<file path="config.mk">
export PLATFORM = sky130hd
export DESIGN_NAME = drive_command_supervisor_core_flat
export DESIGN_NICKNAME = d
export VERILOG_FILES = /design/src/hw/rtl/dcs_pkg.sv /design/src/hw/rtl/dcs_req_if.sv /design/src/hw/rtl/dcs_rsp_if.sv /design/src/hw/rtl/drive_command_supervisor_core.sv /design/src/flat_wrapper.sv
export SDC_FILE = /design/constraint.sdc
export NUM_CORES = 1
export LEC_CHECK = 0
export ABC_AREA = 0
export BUFFER_PORTS_ARGS = -buffer_cell sky130_fd_sc_hd__buf_2
export CAP_MARGIN = 20
export CORE_MARGIN = 5
export CORE_UTILIZATION = 26
export CTS_CLUSTER_SIZE = 10
export DETAILED_ROUTE_END_ITERATION = 7
export PLACE_DENSITY_LB_ADDON = 0.05
export SLEW_MARGIN = 15
export SYNTH_ARGS = -nofsm -noshare
export SYNTH_HDL_FRONTEND = slang
export SYNTH_SLANG_ARGS = --single-unit
export TNS_END_PERCENT = 20
</file>
<file path="constraint.sdc">
create_clock -name clock -period 10.44 [get_ports clock]
set_clock_uncertainty 0.1 [all_clocks]
set_input_delay 1.044 -clock clock [delete_from_list [all_inputs] [get_ports clock]]
set_output_delay 1.044 -clock clock [all_outputs]
set_load 0.02 [all_outputs]
</file>
<file path="src/hw/rtl/dcs_pkg.sv">
// Shared types, codes and constants for the drive command supervisor.
`timescale 1ns / 1ps
package dcs_pkg;

   localparam int DCS_TIME_WIDTH = 32;

   // input item kinds
   localparam logic KIND_FRAME = 1'b0;
   localparam logic KIND_TICK  = 1'b1;

   // integrity verdicts
   localparam logic [1:0] CHK_OK     = 2'd0;
   localparam logic [1:0] CHK_CRC    = 2'd1;
   localparam logic [1:0] CHK_REPEAT = 2'd2;
   localparam logic [1:0] CHK_LOST   = 2'd3;

   // register indexes
   localparam logic [1:0] REG_TIMEOUT  = 2'd0;
   localparam logic [1:0] REG_CLOCK_OK = 2'd1;
   localparam logic [1:0] REG_LINK_UP  = 2'd2;

   localparam logic [15:0] TIMEOUT_RESET = 16'd100;

   // vehicle and node states
   localparam logic [1:0] VS_FAILSAFE = 2'd0;
   localparam logic [1:0] VS_ARMED    = 2'd1;
   localparam logic [1:0] VS_DISARMED = 2'd2;
   localparam logic [1:0] NS_RUN      = 2'd0;
   localparam logic [1:0] NS_DEGRADED = 2'd1;
   localparam logic [1:0] NS_FAULT    = 2'd2;

   // fault bit positions
   localparam int F_BUS_OFF = 0;
   localparam int F_TIMEOUT = 3;
   localparam int F_E2E     = 4;
   localparam int F_CLOCK   = 7;

   localparam logic [7:0] ERR_MAX = 8'd255;

   // blink timing in ms
   localparam int PULSE_MS     = 300;
   localparam int PULSE_ON_MS  = 150;
   localparam int GAP_MS       = 900;
   localparam int HEART_MS     = 1000;
   localparam int HEART_ON_MS  = 60;
   localparam int DBL_MS       = 2 * PULSE_MS + GAP_MS;
   localparam int QUAD_MS      = 4 * PULSE_MS + GAP_MS;
   localparam int HEART_W      = $clog2(HEART_MS);
   localparam int DBL_W        = $clog2(DBL_MS);
   localparam int QUAD_W       = $clog2(QUAD_MS);
   localparam int DISARM_BIT   = 7;

   typedef struct packed {
      logic              kind;
      logic [1:0]        check_status;
      logic [6:0]        throttle_magnitude;
      logic [7:0]        brake_level;
      logic signed [7:0] steer_angle;
      logic              reverse_request;
      logic              armed_flag;
      logic              radio_link_ok;
      logic              bus_off_now;
   } req_word_type;

   typedef struct packed {
      logic signed [7:0] signed_drive;
      logic [6:0]        applied_throttle;
      logic [7:0]        applied_brake;
      logic signed [7:0] applied_steer;
      logic              reverse_lamp;
      logic [1:0]        vehicle_state;
      logic [7:0]        fault_flags;
      logic [7:0]        check_error_count;
      logic [1:0]        node_state;
      logic              status_led;
   } rsp_word_type;

endpackage

</file>
<file path="src/hw/rtl/dcs_req_if.sv">
// Input channel of the supervisor: valid, ready and one request word.
`timescale 1ns / 1ps
interface dcs_req_if
   import dcs_pkg::*;
();
   logic         valid;
   logic         ready;
   req_word_type data;

   modport source (output valid, output data, input ready);
   modport sink (input valid, input data, output ready);
endinterface

</file>
<file path="src/hw/rtl/dcs_rsp_if.sv">
// Result channel of the supervisor: valid, ready and one result word.
`timescale 1ns / 1ps
interface dcs_rsp_if
   import dcs_pkg::*;
();
   logic         valid;
   logic         ready;
   rsp_word_type data;

   modport source (output valid, output data, input ready);
   modport sink (input valid, input data, output ready);
endinterface

</file>
<file path="src/hw/rtl/drive_command_supervisor_core.sv">
// Drive command supervisor: gates driver commands and tracks node faults.
// Results are registered: output register, or skid stage while the output is held.
// Throughput: one word per cycle while the skid stage is empty; state update, freshness
// compare and blink phase compares all fit between the state and result registers.
// Reset (synchronous, active high) clears all state, empties the output register
// and the skid stage, and loads the register defaults; no clearing pass.
`timescale 1ns / 1ps
module drive_command_supervisor_core
   import dcs_pkg::*;
#(
   parameter int TIME_WIDTH = DCS_TIME_WIDTH
) (
   input  logic        clock,
   input  logic        reset,
   dcs_req_if.sink     req_chan,
   dcs_rsp_if.source   rsp_chan,
   input  logic        csr_psel,
   input  logic        csr_penable,
   input  logic        csr_pwrite,
   input  logic [3:0]  csr_paddr,
   input  logic [31:0] csr_pwdata,
   output logic [31:0] csr_prdata,
   output logic        csr_pready
);

   localparam logic [TIME_WIDTH-1:0] TIME_MAX = {TIME_WIDTH{1'b1}};

   // configuration
   logic [15:0] timeout_ff;
   logic        clock_ok_ff;
   logic        link_up_ff;

   // supervisor state
   logic [TIME_WIDTH-1:0] ms_ff, ms_in;
   logic [TIME_WIDTH-1:0] last_ff, last_in;
   logic                  have_ff, have_in;
   logic [6:0]            thr_ff, thr_in;
   logic [7:0]            brk_ff, brk_in;
   logic [7:0]            str_ff, str_in;
   logic                  rev_ff, rev_in;
   logic                  arm_ff, arm_in;
   logic                  lnk_ff, lnk_in;
   logic [7:0]            err_ff, err_in;
   logic [7:0]            fault_ff, fault_in;
   logic [HEART_W-1:0]    heart_ff, heart_in;
   logic [DBL_W-1:0]      dbl_ff, dbl_in;
   logic [QUAD_W-1:0]     quad_ff, quad_in;

   // output register and skid stage
   rsp_word_type out_ff, skid_ff, word_in;
   logic         out_valid_ff, skid_valid_ff;

   req_word_type          req;
   logic                  fire_in, fire_out, cfg_wr;
   logic                  bad_frame, use_frame;
   logic [TIME_WIDTH-1:0] age;
   logic                  stale, cmd_ok, led;
   logic [7:0]            thr_ext;

   assign req      = req_chan.data;
   assign req_chan.ready = !skid_valid_ff;
   assign fire_in  = req_chan.valid && !skid_valid_ff;
   assign fire_out = out_valid_ff && rsp_chan.ready;
   assign rsp_chan.valid = out_valid_ff;
   assign rsp_chan.data  = out_ff;

   assign csr_pready = 1'b1;
   assign cfg_wr = csr_psel && csr_penable && csr_pwrite;

   always_comb begin
      case (csr_paddr[3:2])
         REG_TIMEOUT:  csr_prdata = {16'd0, timeout_ff};
         REG_CLOCK_OK: csr_prdata = {31'd0, clock_ok_ff};
         REG_LINK_UP:  csr_prdata = {31'd0, link_up_ff};
         default:      csr_prdata = 32'd0;
      endcase
   end

   // next state for one request word
   always_comb begin
      ms_in    = ms_ff;
      heart_in = heart_ff;
      dbl_in   = dbl_ff;
      quad_in  = quad_ff;
      last_in  = last_ff;
      have_in  = have_ff;
      thr_in   = thr_ff;
      brk_in   = brk_ff;
      str_in   = str_ff;
      rev_in   = rev_ff;
      arm_in   = arm_ff;
      lnk_in   = lnk_ff;
      err_in   = err_ff;
      fault_in = fault_ff;

      if (!clock_ok_ff) fault_in[F_CLOCK] = 1'b1;

      bad_frame = (req.check_status == CHK_CRC) || (req.check_status == CHK_REPEAT)
                  || (req.check_status == CHK_LOST);
      use_frame = req.check_status != CHK_CRC && req.check_status != CHK_REPEAT;

      if (req.kind == KIND_TICK) begin
         if (ms_ff == TIME_MAX) begin
            // counter wrap restarts every blink phase
            ms_in    = '0;
            heart_in = '0;
            dbl_in   = '0;
            quad_in  = '0;
         end else begin
            ms_in    = ms_ff + 1'b1;
            heart_in = (heart_ff == HEART_W'(HEART_MS - 1)) ? '0 : heart_ff + 1'b1;
            dbl_in   = (dbl_ff == DBL_W'(DBL_MS - 1)) ? '0 : dbl_ff + 1'b1;
            quad_in  = (quad_ff == QUAD_W'(QUAD_MS - 1)) ? '0 : quad_ff + 1'b1;
         end
      end else if (link_up_ff) begin
         if (bad_frame) begin
            if (err_ff != ERR_MAX) err_in = err_ff + 8'd1;
            fault_in[F_E2E] = 1'b1;
         end
         if (use_frame) begin
            thr_in  = req.throttle_magnitude;
            brk_in  = req.brake_level;
            str_in  = req.steer_angle;
            rev_in  = req.reverse_request;
            arm_in  = req.armed_flag;
            lnk_in  = req.radio_link_ok;
            last_in = ms_ff;
            have_in = 1'b1;
         end
      end

      fault_in[F_BUS_OFF] = req.bus_off_now;

      age    = ms_in - last_in;
      stale  = age >= TIME_WIDTH'(timeout_ff);
      cmd_ok = have_in && !stale && lnk_in;

      if (have_in && stale) fault_in[F_TIMEOUT] = 1'b1;
      else if (cmd_ok)      fault_in[F_TIMEOUT] = 1'b0;

      thr_ext = {1'b0, thr_in};
      word_in = '0;
      if (cmd_ok && arm_in) begin
         if (brk_in == 8'd0) begin
            word_in.applied_throttle = thr_in;
            word_in.signed_drive     = rev_in ? 8'(8'd0 - thr_ext) : thr_ext;
         end
         word_in.applied_brake = brk_in;
         word_in.applied_steer = str_in;
         word_in.reverse_lamp  = rev_in;
      end

      if (!cmd_ok)     word_in.vehicle_state = VS_FAILSAFE;
      else if (arm_in) word_in.vehicle_state = VS_ARMED;
      else             word_in.vehicle_state = VS_DISARMED;

      word_in.fault_flags       = fault_in;
      word_in.check_error_count = err_in;

      if (req.bus_off_now)       word_in.node_state = NS_FAULT;
      else if (fault_in != 8'd0) word_in.node_state = NS_DEGRADED;
      else                       word_in.node_state = NS_RUN;

      // pulse windows: on for the first half of each pulse slot in the burst
      if (!clock_ok_ff)
         led = (dbl_in < DBL_W'(PULSE_ON_MS))
               || (dbl_in >= DBL_W'(PULSE_MS) && dbl_in < DBL_W'(PULSE_MS + PULSE_ON_MS));
      else if (!link_up_ff)
         led = (quad_in < QUAD_W'(PULSE_ON_MS))
               || (quad_in >= QUAD_W'(PULSE_MS)
                   && quad_in < QUAD_W'(PULSE_MS + PULSE_ON_MS))
               || (quad_in >= QUAD_W'(2 * PULSE_MS)
                   && quad_in < QUAD_W'(2 * PULSE_MS + PULSE_ON_MS))
               || (quad_in >= QUAD_W'(3 * PULSE_MS)
                   && quad_in < QUAD_W'(3 * PULSE_MS + PULSE_ON_MS));
      else if (!cmd_ok)
         led = heart_in < HEART_W'(HEART_ON_MS);
      else if (arm_in)
         led = 1'b1;
      else
         led = ms_in[DISARM_BIT];
      word_in.status_led = led;
   end

   always_ff @(posedge clock) begin
      if (reset) begin
         timeout_ff    <= TIMEOUT_RESET;
         clock_ok_ff   <= 1'b1;
         link_up_ff    <= 1'b1;
         ms_ff         <= '0;
         last_ff       <= '0;
         have_ff       <= 1'b0;
         thr_ff        <= '0;
         brk_ff        <= '0;
         str_ff        <= '0;
         rev_ff        <= 1'b0;
         arm_ff        <= 1'b0;
         lnk_ff        <= 1'b0;
         err_ff        <= '0;
         fault_ff      <= '0;
         heart_ff      <= '0;
         dbl_ff        <= '0;
         quad_ff       <= '0;
         out_valid_ff  <= 1'b0;
         skid_valid_ff <= 1'b0;
      end else begin
         if (cfg_wr) begin
            case (csr_paddr[3:2])
               REG_TIMEOUT: timeout_ff <= csr_pwdata[15:0];
               REG_CLOCK_OK: begin
                  clock_ok_ff <= csr_pwdata[0];
                  if (!csr_pwdata[0]) fault_ff[F_CLOCK] <= 1'b1;
               end
               REG_LINK_UP: link_up_ff <= csr_pwdata[0];
               default: ;
            endcase
         end else if (fire_in) begin
            ms_ff    <= ms_in;
            last_ff  <= last_in;
            have_ff  <= have_in;
            thr_ff   <= thr_in;
            brk_ff   <= brk_in;
            str_ff   <= str_in;
            rev_ff   <= rev_in;
            arm_ff   <= arm_in;
            lnk_ff   <= lnk_in;
            err_ff   <= err_in;
            fault_ff <= fault_in;
            heart_ff <= heart_in;
            dbl_ff   <= dbl_in;
            quad_ff  <= quad_in;
         end

         // result word flow: output register first, skid when it is held
         if (fire_out) begin
            if (skid_valid_ff) begin
               out_ff        <= skid_ff;
               skid_valid_ff <= 1'b0;
            end else if (fire_in) begin
               out_ff <= word_in;
            end else begin
               out_valid_ff <= 1'b0;
            end
         end else if (fire_in) begin
            if (!out_valid_ff) begin
               out_ff       <= word_in;
               out_valid_ff <= 1'b1;
            end else begin
               skid_ff       <= word_in;
               skid_valid_ff <= 1'b1;
            end
         end
      end
   end

endmodule

</file>
<file path="src/flat_wrapper.sv">
// flat-port wrapper written by rule: the top's interface ports become plain ports
module drive_command_supervisor_core_flat import dcs_pkg::*;
#(
   parameter int TIME_WIDTH = DCS_TIME_WIDTH
)
  (clock, reset, csr_psel, csr_penable, csr_pwrite, csr_paddr, csr_pwdata, csr_prdata, csr_pready, req_chan_valid, req_chan_data, req_chan_ready, rsp_chan_valid, rsp_chan_data, rsp_chan_ready);
  dcs_req_if req_chan_i ();
  dcs_rsp_if rsp_chan_i ();
  input  logic clock;
  input  logic reset;
  input  logic csr_psel;
  input  logic csr_penable;
  input  logic csr_pwrite;
  input  logic [3:0] csr_paddr;
  input  logic [31:0] csr_pwdata;
  output logic [31:0] csr_prdata;
  output logic csr_pready;
  input wire logic [$bits(req_chan_i.valid)-1:0] req_chan_valid;
  input wire logic [$bits(req_chan_i.data)-1:0] req_chan_data;
  output wire logic [$bits(req_chan_i.ready)-1:0] req_chan_ready;
  output wire logic [$bits(rsp_chan_i.valid)-1:0] rsp_chan_valid;
  output wire logic [$bits(rsp_chan_i.data)-1:0] rsp_chan_data;
  input wire logic [$bits(rsp_chan_i.ready)-1:0] rsp_chan_ready;
  assign req_chan_i.valid = req_chan_valid;
  assign req_chan_i.data = req_chan_data;
  assign req_chan_ready = req_chan_i.ready;
  assign rsp_chan_valid = rsp_chan_i.valid;
  assign rsp_chan_data = rsp_chan_i.data;
  assign rsp_chan_i.ready = rsp_chan_ready;
  drive_command_supervisor_core #(.TIME_WIDTH(TIME_WIDTH)) u_core (.clock(clock), .reset(reset), .req_chan(req_chan_i), .rsp_chan(rsp_chan_i), .csr_psel(csr_psel), .csr_penable(csr_penable), .csr_pwrite(csr_pwrite), .csr_paddr(csr_paddr), .csr_pwdata(csr_pwdata), .csr_prdata(csr_prdata), .csr_pready(csr_pready));
endmodule
</file>
Word-level counts from Yosys, hierarchy flattened
Cells that the tools add are included.
{ "totals": {"register_bits": 258, "inputBits": 73, "out_inout_bits": 88, "elab_cells": 186} }
{ "classes": {"addsub": 7, "magnitude_cmp": 12, "eq_ne": 17, "n_mux": 70, "bitwise": 3, "n_reduce_logical": 37} }
{ "ops": {"columns": ["operator", "n"], "rows": [
  ["two-way mux 53 bit", 5],
  ["two-way mux 32 bit", 6],
  ["two-way mux 8 bit", 12],
  ["one-hot mux 16 bit (3 select lines)", 1],
  ["two-way mux 12 bit", 3],
  ["two-way mux 11 bit", 3],
  ["adder 32 x 1 -> 32 bit, second input constant", 1],
  ["equality test 32 bit, second input constant", 1],
  [">= comparator 32 x 16 -> 1 bit", 1],
  ["subtractor 32 bit", 1],
  ["two-way mux 1 bit", 30],
  ["two-way mux 10 bit", 3],
  [">= comparator 12 x 10 -> 1 bit, second input constant", 2],
  ["two-way mux 7 bit", 3],
  ["two-way mux 15 bit", 1],
  ["logical AND 1 bit", 13],
  ["adder 12 x 1 -> 12 bit, second input constant", 1],
  ["equality test 12 bit, second input constant", 1],
  [">= comparator 12 x 9 -> 1 bit, second input constant", 1],
  ["less-than comparator 12 x 10 -> 1 bit, second input constant", 1],
  ["less-than comparator 12 x 11 -> 1 bit, second input constant", 1],
  ["less-than comparator 12 x 8 -> 1 bit, second input constant", 1],
  ["less-than comparator 12 x 9 -> 1 bit, second input constant", 1],
  ["!= test 2 bit, second input constant", 6],
  ["26 further kinds", 47]
]} }

Longest topological paths before layout
{ "depth": {"ltp_word": 18, "ltp_mapped": 31, "mapped_depth_nobuf": 27} }

Least setup slack after synthesis
No wires, ideal clock.
{ "synth_timing": {"path_kind": "input -> register", "startpoint": "input port req_chan_data[27]", "endpoint": "register u_core.skid_ff[38] (netlist name), data pin", "setup_time_ns": 0.155, "t_arrival_ns": 8.436, "t_required_ns": 10.185, "path_slack_ns": 1.748, "stages": 31, "path_buffers": 6, "path_cell_list": "inv_1 > ha_1 > nor3b_1 > buf_2 > buf_1 > buf_1 > clkbuf_1 > buf_1 > mux2i_1 > ha_1 > nor2b_1 > o2111ai_1 > a311o_1 > nand3_1 > a311oi_4 > o21bai_1 > a21oi_1 > xnor2_1 > ha_1 > a21o_1 > a21o_1 > a21oi_1 > o21ai_0 > a21oi_1 > nand3_1 > mux2i_1 > or4b_4 > nor4_2 > nand4_2 > buf_2 > nor3_2"} }
{ "synth_rtl": {"columns": ["element", "line_no", "text"], "rows": [
  ["start: declaration", "flat_wrapper.sv:19", "input wire logic [$bits(req_chan_i.data)-1:0] req_chan_data;"],
  ["end signal: assignment", "drive_command_supervisor_core.sv:249", "skid_ff <= word_in;"],
  ["end: declaration", "drive_command_supervisor_core.sv:50", "rsp_word_type out_ff, skid_ff, word_in;"]
]} }

Worst setup path in the final report
{ "layout_timing": {"startpoint": "register u_core.ms_ff[24]", "endpoint": "register u_core.out_ff, in the netlist u_core.rsp_chan.data[36], data pin"} }
{ "layout_via": {"elab_chain_cells": 13, "elab_cells_between_ends": 19, "cone_classes": "add/sub (2); order compare (1); eq/ne (1); mux (11); reduce/logical (4)"} }
{ "layout_lines": {"columns": ["element", "line_no", "text"], "rows": [
  ["start: declaration", "drive_command_supervisor_core.sv:34", "logic [TIME_WIDTH-1:0] ms_ff, ms_in;"],
  ["start signal: assignment", "drive_command_supervisor_core.sv:218", "ms_ff <= ms_in;"],
  ["equality test 32 bit (*)", "drive_command_supervisor_core.sv:103", "if (ms_ff == TIME_MAX) begin"],
  ["two-way mux 32 bit (*)", "drive_command_supervisor_core.sv:103", null],
  ["two-way mux 32 bit (*)", "drive_command_supervisor_core.sv:102", "if (req.kind == KIND_TICK) begin"],
  ["named net u_core.ms_in[1]", "drive_command_supervisor_core.sv:34", null],
  ["subtractor 32 bit (*)", "drive_command_supervisor_core.sv:134", "age = ms_in - last_in;"],
  [">= comparator 32 x 16 -> 1 bit (*)", "drive_command_supervisor_core.sv:135", "stale = age >= TIME_WIDTH'(timeout_ff);"],
  ["logical NOT 1 bit (*)", "drive_command_supervisor_core.sv:136", "cmd_ok = have_in && !stale && lnk_in;"],
  ["logical AND 1 bit (*) (2 in a row)", "drive_command_supervisor_core.sv:136", null],
  ["logical AND 1 bit (*)", "drive_command_supervisor_core.sv:143", "if (cmd_ok && arm_in) begin"],
  ["two-way mux 32 bit (*)", "drive_command_supervisor_core.sv:143", null],
  ["two-way mux 53 bit (on tied branches)", "drive_command_supervisor_core.sv:245, drive_command_supervisor_core.sv:239", null],
  ["two-way mux 53 bit (on tied branches)", "drive_command_supervisor_core.sv:244, drive_command_supervisor_core.sv:236", null],
  ["two-way mux 53 bit (*)", "drive_command_supervisor_core.sv:235", "if (fire_out) begin"],
  ["end signal: assignment", "drive_command_supervisor_core.sv:237", "out_ff <= skid_ff;"],
  ["end signal: assignment", "drive_command_supervisor_core.sv:240", "out_ff <= word_in;"],
  ["end signal: assignment", "drive_command_supervisor_core.sv:246", "out_ff <= word_in;"],
  ["end: declaration", "drive_command_supervisor_core.sv:50", null]
]} }
The timed path passes the listed nets; every way through them passes the cells marked *. The select of a mux whose other input is x is not followed.
A chain may end at the register's enable or synchronous reset.

==> flow_summary.toml <==
[cts]
cts.sinks = 249
post_cts_buffers = 0
ctsResizeCount = 0
htree_levels = 2
clk_path_buf_depth = 3
cts_tree = "yes"
cts_hold_buf = 0
cts.reportedPaths.clkPinSlew_ns = 0.05
ctsRootBufferMaster = "clkbuf_16"
numCtsBuffers = 35
clk_latency_ns = 0.54

[synth]
yosysSeqAreaShare = 0.382
synth_cells = 1873
post-synth-top-count-cell = "nand2_1"
synth-edff-count = 94
syn-cell-area_sq_mm = 0.0155
avgSynthCellArea_sq_um = 8.29
synth_top_area_cell = "dfxtp_1"
ys_types = 94
synthFlopType = "dfxtp_1"
async_reset_ff_frac = 0
synth_common_cells = "314 x nand2_1, 188 x a21oi_1, 178 x nor2_1, 155 x dfxtp_1, 94 x edfxtp_1"
yosys.area.top_type_share = 0.200
synth-seq-cells = 249
yosys-top-cells-area = "dfxtp_1 20%, edfxtp_1 18%, nand2_1 7.6%"
ys_warn_count = 0

[critical_path]
crit_type = "reg2reg"
arrival_ns = 8.99
reg2reg_from = "u_core.ms_ff[24]$_SDFFE_PP0P_"
required_ns = 10.69
crit_slowest_cell = "or4_1"
end_kind = "flop"
reg2reg_depth = 25
cp_slowest_stage_delay_ns = 0.82
startpoint_type = "flop"
critPathBufInv = 0
crit_fanout = 32
critPathTopFamily = "simple AND/OR/NAND/NOR gates"
r2r-end = "u_core.rsp_chan.data[36]$_DFFE_PP_"
rrSetupSlack_ns = 1.70
crit_top_cell = "a21oi_1"

[power_and_ir_drop]
comb_power_share = 0.109
total_power_mw = 2.47
swShare = 0.268
vdd_drop_max_mv = 0.102
power.internal_mw = 1.81
p_per_area_mw_per_mm2 = 139
p_switching_uw = 662
p_seq_frac = 0.421
p_leak_nw = 6.61
p_clk_frac = 0.470

[flow_run]
cap_violations = 0

[final_layout]
drive_above_1_share = 0.134
fin_cells = 2718
area_growth_pct = 14.4
fin_nets = 2048
final_util = 0.301
n_antenna_cell = 0

[sta]
tightest_slew_ns = 0.997
final_max_slew_viol_count = 0
finalCritPeriodShare = 0.837
fin_setup_tns_ns = 0
fin_ws_ns = 1.70
rsz0062_at_grt = "false"
max_freq_mhz = 114
min_period_ns = 8.74
setup_viol = 0
max_slew_margin = 0.331
finalHoldViolations = 0

[drt]
routedWlPerCell_um = 18.2
postRouteAntennaNets = 0
drtIter0Drc = 708
wl_met1_um = 24100
post_drt_via_cell_ratio = 4.98
wl_met2_um = 22300
drcViolationCount = 0
vias = 13500
highest_layer = "met5"
route.met3.wl_um = 2070
first_pass_iters = 5
wl_um = 49400

[placed_design]
routabilityCongestion = 0.802
pre_cts_ws_ns = 1.63
port_buffers = 121
dp_cells = 2659
hpwl_um = 33400

[hold_path]
min_to = "u_core.timeout_ff[14]$_SDFFE_PP0P_"
hp-class = "reg2reg"
hold_start = "u_core.timeout_ff[14]$_SDFFE_PP0P_"
hold_depth = 2

[floorplanning]
die_y_um = 254
io_pins = 161
die_w_um = 254
dieArea_sq_mm = 0.0647
rows = 89
start_util = 0.263
core_area_sq_mm = 0.0590

[grt]
grt_overflow_total = 0
grt_start_max_net_pins = 93
antenna_found_initial = 1
grt_pass1_vias = 13200
grt_pass1_wl_um = 77000
gr-usage-all-layers = 0.148

[status]
outcome = "completed"
==> cell families after synthesis <==
family	Yosys count	share of synthesized area
other	2	0.000484
DFF	249	0.382
and+or+nand+nor	784	0.241
xor gates and xnor gates	90	0.0508
AOI/OAI and AO/OA	438	0.183
muxes	66	0.0431
adders and majority gates	54	0.0437
buffers and inverters	190	0.0552
==> final cells by class <==
class                      count  area, sq um
clock buffer                  53         1020
inverter                      44          165
tap                          773          967
multi-input combinational   1453         8860
timing repair buffer         140          752
fill                        6365        41300
sequential                   249         5930
clock inverter                 6         67.6
==> state kept, by name, summed over array words and instances, names as in the netlist, 3 cells and up <==
signal                count
u_core.rsp_chan.data     47
u_core.skid_ff           47
u_core.last_ff           32
u_core.ms_ff             32
u_core.timeout_ff        16
u_core.quad_ff           12
u_core.dbl_ff            11
u_core.heart_ff          10
u_core.brk_ff             8
u_core.err_ff             8
u_core.str_ff             8
u_core.thr_ff             7
u_core.fault_ff           3
==> placed cells by master, fill, tap and decap left out, types with 15 or more instances in the layout <==
master and n:
a21o_1 26, a21oi_1 188, and3_1 24, buf_2 121, buf_4 18, clkbuf_16 36, conb_1 21, dfxtp_1 155
edfxtp_1 94, ha_1 51, inv_1 43, mux2i_1 59, nand2_1 313, nand3_1 57, nand4_1 25, nor2_1 177
nor3_1 47, nor3_2 16, nor4_1 15, o21ai_0 63, o31ai_2 16, or3_1 28, xnor2_1 48, xor2_1 42
==> worst max path at each step <==
stage                                                    end  slack [ns]  cells after the start                     startpoint
after CTS                 u_core.rsp_chan.data[21]$_DFFE_PP_        1.56                     25  u_core.ms_ff[24]$_SDFFE_PP0P_
after detailed placement  u_core.rsp_chan.data[21]$_DFFE_PP_        1.63                     25  u_core.ms_ff[24]$_SDFFE_PP0P_
after global routing      u_core.rsp_chan.data[51]$_DFFE_PP_        0.96                     25  u_core.ms_ff[24]$_SDFFE_PP0P_
after floorplan                 u_core.skid_ff[38]$_DFFE_PP_        1.75                     31              req_chan_data[27]
after global placement    u_core.rsp_chan.data[21]$_DFFE_PP_        1.63                     25  u_core.ms_ff[24]$_SDFFE_PP0P_
final                     u_core.rsp_chan.data[36]$_DFFE_PP_        1.70                     25  u_core.ms_ff[24]$_SDFFE_PP0P_
==> power by group through the flow <==
stage | Clock [mW] | Sequential [mW] | Combinational, mW
after floorplan | 0 | 1.07 | 0.175
after global placement | 0 | 1.06 | 0.274
after detailed placement | 0 | 1.06 | 0.274
after CTS | 1.22 | 1.04 | 0.275
after global routing | 1.24 | 1.04 | 0.298
final | 1.16 | 1.04 | 0.269
==> tightest hold or removal path, delay by kind of cell (launching register included) <==
| family | cells | cell delay [ns] |
|---|---|---|
| AO/OA/AOI/OAI | 1 | 0.05 |
| flip-flops | 1 | 0.30 |
| AND/OR/NAND/NOR | 1 | 0.05 |
==> per-layer routing <==
layer  GRT usage  up-vias
li1            -     6757
met1       0.209     6487
met2       0.239      245
met3      0.0247       53
met4      0.0324        2
met5           0        -
==> per-stage QoR <==
step | area (sq um) | hold slack (ns)
finish | 17800 | 0.352
global route | 17800 | 0.367
CTS | 17800 | 0.354
detailed placement | 16700 | 0.347
global placement | 16700 | 0.340
floorplan | 15600 | 0.329
Note: power is estimated with default switching activity, not from simulation.
